### src/rtl/rpc_pkg.sv
// Shared types, register indexes and reset values for the RGBA pixel compositor.
// Used by rpc_mix and rgba_pixel_compositor; depends on nothing.
`default_nettype none

package rpc_pkg;

  typedef logic [31:0] pix_t;
  typedef logic [1:0]  bidx_t;
  typedef logic [7:0]  chan_t;

  typedef enum logic [2:0] {
    REG_SRC_MAP       = 3'd0,
    REG_SRC_HAS_ALPHA = 3'd1,
    REG_DST_MAP       = 3'd2,
    REG_DST_HAS_ALPHA = 3'd3,
    REG_BLEND_EN      = 3'd4,
    REG_FILL          = 3'd5
  } cfg_reg_e;

  localparam chan_t RST_SRC_MAP = 8'd228;
  localparam chan_t RST_DST_MAP = 8'd228;
  localparam pix_t  RST_FILL    = 32'd255;
  localparam chan_t ALPHA_OPAQUE = 8'd255;

  function automatic chan_t byte_of(pix_t w, bidx_t i);
    return w[{i, 3'b000} +: 8];
  endfunction

endpackage

`default_nettype wire

### src/rtl/rpc_mix.sv
// One channel of the alpha blend: (a*s + (255-a)*d)/255 written into one byte of a word.
// Depends on rpc_pkg.
`default_nettype none

module rpc_mix (
  input  rpc_pkg::pix_t  word_i,
  input  rpc_pkg::bidx_t idx_i,
  input  rpc_pkg::chan_t alpha_i,
  input  rpc_pkg::chan_t color_i,
  input  logic           en_i,
  output rpc_pkg::pix_t  word_o
);
  import rpc_pkg::*;

  chan_t       dst_byte;
  chan_t       inv_alpha;
  logic [15:0] sum;
  logic [15:0] rnd;
  chan_t       mixed;

  assign dst_byte  = byte_of(word_i, idx_i);
  assign inv_alpha = ALPHA_OPAQUE - alpha_i;
  assign sum       = 16'(alpha_i) * 16'(color_i) + 16'(inv_alpha) * 16'(dst_byte);
  // divide by 255, exact for sums up to 255*255
  assign rnd       = sum + 16'd1 + {8'd0, sum[15:8]};
  assign mixed     = rnd[15:8];

  always_comb begin
    word_o = word_i;
    if (en_i) begin
      word_o[{idx_i, 3'b000} +: 8] = mixed;
    end
  end

endmodule

`default_nettype wire

### src/rtl/rgba_pixel_compositor.sv
// Top level of the RGBA pixel compositor: config registers, mode decode, three blend stages.
// Depends on rpc_pkg and rpc_mix.
//
//   channel  | direction | signals
//   ---------+-----------+--------------------------------------------------
//   in       | sink      | in_valid_i, in_ready_o, action_i, src_pixel_i, dst_pixel_i
//   out      | source    | out_valid_o, out_ready_i, out_pixel_o
//   cfg      | sink      | cfg_we_i, cfg_idx_i, cfg_data_i (write only)
//
// One pixel per clock sustained while the output is not stalled.
// Four registered stages: input, red mix, green mix, blue mix into the output register.
// The whole pipeline advances together; a stalled output holds every stage.
// Reset clears the stage valids and loads the register reset values.
`default_nettype none

module rgba_pixel_compositor (
  input  logic          clk_i,
  input  logic          rst_ni,
  input  logic          cfg_we_i,
  input  logic [2:0]    cfg_idx_i,
  input  rpc_pkg::pix_t cfg_data_i,
  input  logic          in_valid_i,
  output logic          in_ready_o,
  input  logic          action_i,
  input  rpc_pkg::pix_t src_pixel_i,
  input  rpc_pkg::pix_t dst_pixel_i,
  output logic          out_valid_o,
  input  logic          out_ready_i,
  output rpc_pkg::pix_t out_pixel_o
);
  import rpc_pkg::*;

  chan_t src_map_q, dst_map_q;
  logic  src_has_alpha_q, dst_has_alpha_q, blend_en_q;
  pix_t  fill_q;

  always_ff @(posedge clk_i or negedge rst_ni) begin
    if (!rst_ni) begin
      src_map_q       <= RST_SRC_MAP;
      src_has_alpha_q <= 1'b1;
      dst_map_q       <= RST_DST_MAP;
      dst_has_alpha_q <= 1'b1;
      blend_en_q      <= 1'b0;
      fill_q          <= RST_FILL;
    end else if (cfg_we_i) begin
      unique case (cfg_idx_i)
        REG_SRC_MAP:       src_map_q       <= cfg_data_i[7:0];
        REG_SRC_HAS_ALPHA: src_has_alpha_q <= cfg_data_i[0];
        REG_DST_MAP:       dst_map_q       <= cfg_data_i[7:0];
        REG_DST_HAS_ALPHA: dst_has_alpha_q <= cfg_data_i[0];
        REG_BLEND_EN:      blend_en_q      <= cfg_data_i[0];
        REG_FILL:          fill_q          <= cfg_data_i;
        default: ;
      endcase
    end
  end

  logic adv;
  logic vin_q, v1_q, v2_q, vout_q;

  assign adv         = !vout_q || out_ready_i;
  assign in_ready_o  = adv;
  assign out_valid_o = vout_q;

  always_ff @(posedge clk_i or negedge rst_ni) begin
    if (!rst_ni) begin
      vin_q  <= 1'b0;
      v1_q   <= 1'b0;
      v2_q   <= 1'b0;
      vout_q <= 1'b0;
    end else if (adv) begin
      vin_q  <= in_valid_i;
      v1_q   <= vin_q;
      v2_q   <= v1_q;
      vout_q <= v2_q;
    end
  end

  // input stage
  logic in_act_q;
  pix_t in_src_q, in_dst_q;

  // decode
  logic  blend_copy, pass_mode, fill_pack, blend0;
  chan_t alpha0, cr0, cg0, cb0, fa;
  pix_t  pack_word, word0;

  assign fa         = fill_q[7:0];
  assign blend_copy = !in_act_q && blend_en_q && src_has_alpha_q;
  assign pass_mode  = !in_act_q && !blend_copy;
  assign fill_pack  = in_act_q && (!dst_has_alpha_q || fa == ALPHA_OPAQUE);
  assign blend0     = blend_copy || (in_act_q && !fill_pack);

  assign alpha0 = in_act_q ? fa           : byte_of(in_src_q, src_map_q[7:6]);
  assign cr0    = in_act_q ? fill_q[31:24] : byte_of(in_src_q, src_map_q[1:0]);
  assign cg0    = in_act_q ? fill_q[23:16] : byte_of(in_src_q, src_map_q[3:2]);
  assign cb0    = in_act_q ? fill_q[15:8]  : byte_of(in_src_q, src_map_q[5:4]);

  // overlapping byte indexes add with carry into higher bytes
  assign pack_word = (32'(cr0) << {dst_map_q[1:0], 3'b000})
                   + (32'(cg0) << {dst_map_q[3:2], 3'b000})
                   + (32'(cb0) << {dst_map_q[5:4], 3'b000})
                   + ((dst_has_alpha_q ? 32'(fa) : 32'd0) << {dst_map_q[7:6], 3'b000});

  always_comb begin
    priority if (pass_mode) begin
      word0 = in_src_q;
    end else if (fill_pack) begin
      word0 = pack_word;
    end else begin
      word0 = in_dst_q;
    end
  end

  pix_t  p1_word_d, p1_word_q, p2_word_d, p2_word_q, out_d, out_q;
  logic  p1_blend_q, p2_blend_q;
  chan_t p1_alpha_q, p1_cg_q, p1_cb_q, p2_alpha_q, p2_cb_q;

  rpc_mix u_mix_r (
    .word_i  (word0),
    .idx_i   (dst_map_q[1:0]),
    .alpha_i (alpha0),
    .color_i (cr0),
    .en_i    (blend0),
    .word_o  (p1_word_d)
  );

  rpc_mix u_mix_g (
    .word_i  (p1_word_q),
    .idx_i   (dst_map_q[3:2]),
    .alpha_i (p1_alpha_q),
    .color_i (p1_cg_q),
    .en_i    (p1_blend_q),
    .word_o  (p2_word_d)
  );

  rpc_mix u_mix_b (
    .word_i  (p2_word_q),
    .idx_i   (dst_map_q[5:4]),
    .alpha_i (p2_alpha_q),
    .color_i (p2_cb_q),
    .en_i    (p2_blend_q),
    .word_o  (out_d)
  );

  always_ff @(posedge clk_i) begin
    if (adv) begin
      in_act_q   <= action_i;
      in_src_q   <= src_pixel_i;
      in_dst_q   <= dst_pixel_i;
      p1_word_q  <= p1_word_d;
      p1_blend_q <= blend0;
      p1_alpha_q <= alpha0;
      p1_cg_q    <= cg0;
      p1_cb_q    <= cb0;
      p2_word_q  <= p2_word_d;
      p2_blend_q <= p1_blend_q;
      p2_alpha_q <= p1_alpha_q;
      p2_cb_q    <= p1_cb_q;
      out_q      <= out_d;
    end
  end

  assign out_pixel_o = out_q;

  a_pass_copy: assert property (@(posedge clk_i) disable iff (!rst_ni)
    adv && vin_q && pass_mode |=> p1_word_q == $past(in_src_q))
    else $error("plain copy altered the source word");

  a_stall_hold: assert property (@(posedge clk_i) disable iff (!rst_ni)
    !adv |=> $stable({vin_q, v1_q, v2_q}))
    else $error("pipeline moved while output stalled");

  a_noblend_keep: assert property (@(posedge clk_i) disable iff (!rst_ni)
    adv && v1_q && !p1_blend_q |=> p2_word_q == $past(p1_word_q))
    else $error("word changed in a stage with blending off");

  a_fill_pack: assert property (@(posedge clk_i) disable iff (!rst_ni)
    adv && vin_q && in_act_q && !dst_has_alpha_q |=> !p1_blend_q)
    else $error("fill into alpha-less destination was blended");

endmodule

`default_nettype wire
### config.mk
export PLATFORM = sky130hd
export DESIGN_NAME = rgba_pixel_compositor
export DESIGN_NICKNAME = d
export VERILOG_FILES = /design/src/rtl/rpc_pkg.sv /design/src/rtl/rpc_mix.sv /design/src/rtl/rgba_pixel_compositor.sv
export SDC_FILE = /design/constraint.sdc
export NUM_CORES = 2
export LEC_CHECK = 0
export BUFFER_PORTS_ARGS = -buffer_cell sky130_fd_sc_hd__buf_4
export CAP_MARGIN = 25
export CORE_UTILIZATION = 40
export CTS_CLUSTER_DIAMETER = 100
export DETAILED_ROUTE_END_ITERATION = 10
export PLACE_DENSITY = 0.61
export SETUP_SLACK_MARGIN = 0.2
export SLEW_MARGIN = 20
export SYNTH_ARGS = -nofsm -noshare
export SYNTH_HDL_FRONTEND = slang
export SYNTH_SLANG_ARGS = --single-unit
### constraint.sdc
create_clock -name clk_i -period 21.4 [get_ports clk_i]
set_input_delay 2.14 -clock clk_i [delete_from_list [all_inputs] [get_ports clk_i]]
set_output_delay 2.14 -clock clk_i [all_outputs]
set_load 0.005 [all_outputs]
==> summary.md <==
| Metric | Value |
|---|---|
| Status | finished, violations left |
| Violated checks | design-rule violations |
| Most used cell, CP | fa_1 |
| Type of the worst setup path | reg2reg |
| Max capacitance violation total | 0 |
| Critical path capture point type | flip-flop |
| Commonest non-fill, non-tap cell in the layout | inv_1 |
| Global placement routability congestion | 0.972 |
| Number of warnings issued by yosys | 0 |
| Hold Buf Count CTS | 0 |
| Initial Utilization | 40.5% |
| Ys flop type | edfxtp_1 |
| Final period utilization | 63.6% |
| Worst EP arrival | 13.93 ns |
| Asr flop ratio synth | 21.3% |
| Placed cell count | 3967 |
| Layout net count | 3748 |
| Ant diodes | 0 |
| Syn Inst Count | 2916 |
| Share of cells above drive strength 1 | 12.7% |
| Vias in the first global route | 22700 |
| Pin count of the biggest net entering global routing | 78 |
| Least-Margin Pin Slew | 1.08 ns |
| Site Rows | 99 |
| CP max stage cell | dfrtp_1 |
| FF+latch count, synth | 258 |
| Final Max Tran Viols | 0 |
| Die Area | 0.0751 mm2 |
| Root buffer cell | clkbuf_16 |
| Number of flops mapped to enable cells by yosys | 203 |
| Tmin final | 13.62 ns |
| CTS clock-pin slew for the worst setup and hold paths | 0.06 ns |
| Startpoint class of the critical path | flip-flop |
| Required time worst endpoint | 21.71 ns |
| Die X | 274 um |
| Hold endpoint | p2_cb_q[7] |
| Most frequent cells in the layout | inv_1, fa_1, ha_1, nor2_1, nand2_1 |
| Clock buffer depth | 3 |
| Finished Layout Cells | 4024 |
| Hold path start | p1_cb_q[7] |
| DP Wirelength | 69700 um |
| H-Tree Depth | 1 |
| Initial antenna violation count | 1 |
| Final core occ | 44.8% |
| Global-route wire length before repair | 135000 um |
| Worst R2R End | p1_word_q[3] |
| Hold Vio Cnt, Final | 0 |
| Worst path max stage delay | 0.67 ns |
| Clk_lat worst skew | 0.59 ns |
| Total gr overflow | 0 |
| Core outline area | 0.0731 mm2 |
| Worst Path Max Fanout | 9 |
| # setup viols final | 0 |
| Residual DRC count | 8 |
| Syn Area/Cell | 10.2 um2 |
| Post-synthesis cell type count | 98 |
| Post-Syn Area | 0.0296 mm2 |
| Reg-to-reg setup timing slack | 7.78 ns |
| CTS Buf Count | 31 |
| Via Count | 22000 |
| Worst Hold Class | reg2reg |
| Post-CTS Resized | 0 |
| Die Ht | 274 um |
| Port bufs | 138 |
| # Post-CTS Setup Buffers | 0 |
| Slew headroom | 25.8% |
| TritonCTS clock tree | built |
| Synth-to-layout area growth | 10.5% |
| Hold depth | 0 |
| GRT Total Usage | 23.6% |
| Clock Sinks | 258 |
| Wire per inst | 21.6 um |
| RR Startpoint | src_map_q[4] |
| R2R cell count | 43 |
| Pre-Repair DR Iteration Count | 9 |
| Routed vias/inst | 5.47 |
| Placed cell area | 0.0318 mm2 |
| Final setup TNS | 0 ns |
| Drt first-iter violations | 2168 |
| Register area share after synthesis | 25.3% |
| Final ANT Viol Nets | 0 |
| Fin Clk Skew | 0.0142 ns |
| Cell area after layout | 0.0327 mm2 |
| Maximum clock rate | 73.4 MHz |
| Ports | 139 |
| Final wirelength | 86900 um |
| Unrepaired setup endpoints after global routing | no |
==> Yosys cell counts (44+ instances only) <==
master    instances  area, um2
a21oi_1          58        290
a22o_1           44        385
and2_1           92        576
clkbuf_1         59        221
edfxtp_1        203       6100
fa_1            350       7010
ha_1            252       3150
inv_1           518       1940
mux2_2           62        698
nand2_1         247        927
nand2b_1         54        338
nor2_1          249        935
nor2b_1          45        282
o21ai_0          70        350
xnor2_1          62        543
==> cells by family after synthesis <==
family	count (synthesis)	synth area share, %
AND/OR/NAND/NOR	822	13.3
adder cells (fa/ha/maj)	603	34.3
buffers and inverters	603	7.83
AO/OA/AOI/OAI	394	9.39
flip-flops	258	25.3
multiplexers	148	7.08
XOR/XNOR	87	2.72
other	1	0.0127
==> area by class of cell <==
type / instances / area [um2]
Tap cell: 959 / 1200
Clock inverter: 21 / 165
Multi-Input combinational cell: 2056 / 19800
Inverter: 524 / 1970
Timing Repair Buffer: 170 / 1280
Fill cell: 7048 / 40400
Clock buffer: 36 / 795
Sequential cell: 258 / 7490
==> routing by layer <==
| layer | GRT usage (%) | wire length (um) |
|---|---|---|
| met5 | 0 | 12 |
| met4 | 7.25 | 3090 |
| met3 | 4.17 | 7450 |
| met2 | 37.4 | 39200 |
| met1 | 32.9 | 37200 |
==> critical path, delay by kind of cell, from the launching register on <==
| kind | cells | cell delay [ns] |
|---|---|---|
| simple gates | 4 | 1.01 |
| compound gates | 14 | 2.91 |
| flops | 1 | 0.67 |
| xor+xnor | 3 | 1.05 |
| fa+ha+maj | 13 | 5.57 |
| mux | 3 | 1.77 |
| buf+inv | 6 | 0.34 |
==> flip-flops by register name, indices dropped and copies added (netlist names), 8 cells and up <==
signal,flops
p1_cb_q,8
in_src_q,32
fill_q,32
p2_alpha_q,8
dst_map_q,8
p1_word_q,32
p2_cb_q,8
src_map_q,8
p1_cg_q,8
out_pixel_o,32
in_dst_q,32
p1_alpha_q,8
p2_word_q,32
==> worst max-delay path by stage <==
stage	cells past startpoint	slack [ns]	end	start
floorplan	45	8.96	p1_word_q[19]	in_act_q
global route	43	7.10	p1_word_q[3]	src_map_q[4]
global placement	43	8.23	p1_word_q[19]	dst_map_q[2]
detailed placement	43	7.94	p1_word_q[3]	src_map_q[4]
CTS	43	7.90	p1_word_q[3]	src_map_q[4]
finish	43	7.78	p1_word_q[3]	src_map_q[4]
==> per-stage QoR <==
stage               worst slack, ns  hold slack, ns
floorplan                      8.96           0.400
global placement               8.23           0.401
detailed placement             7.94           0.407
CTS                            7.90           0.421
global route                   7.10           0.422
finish                         7.78           0.421
Power is not shown: default switching activity piles up to over one toggle a cycle in this logic, so the estimate is an artifact.
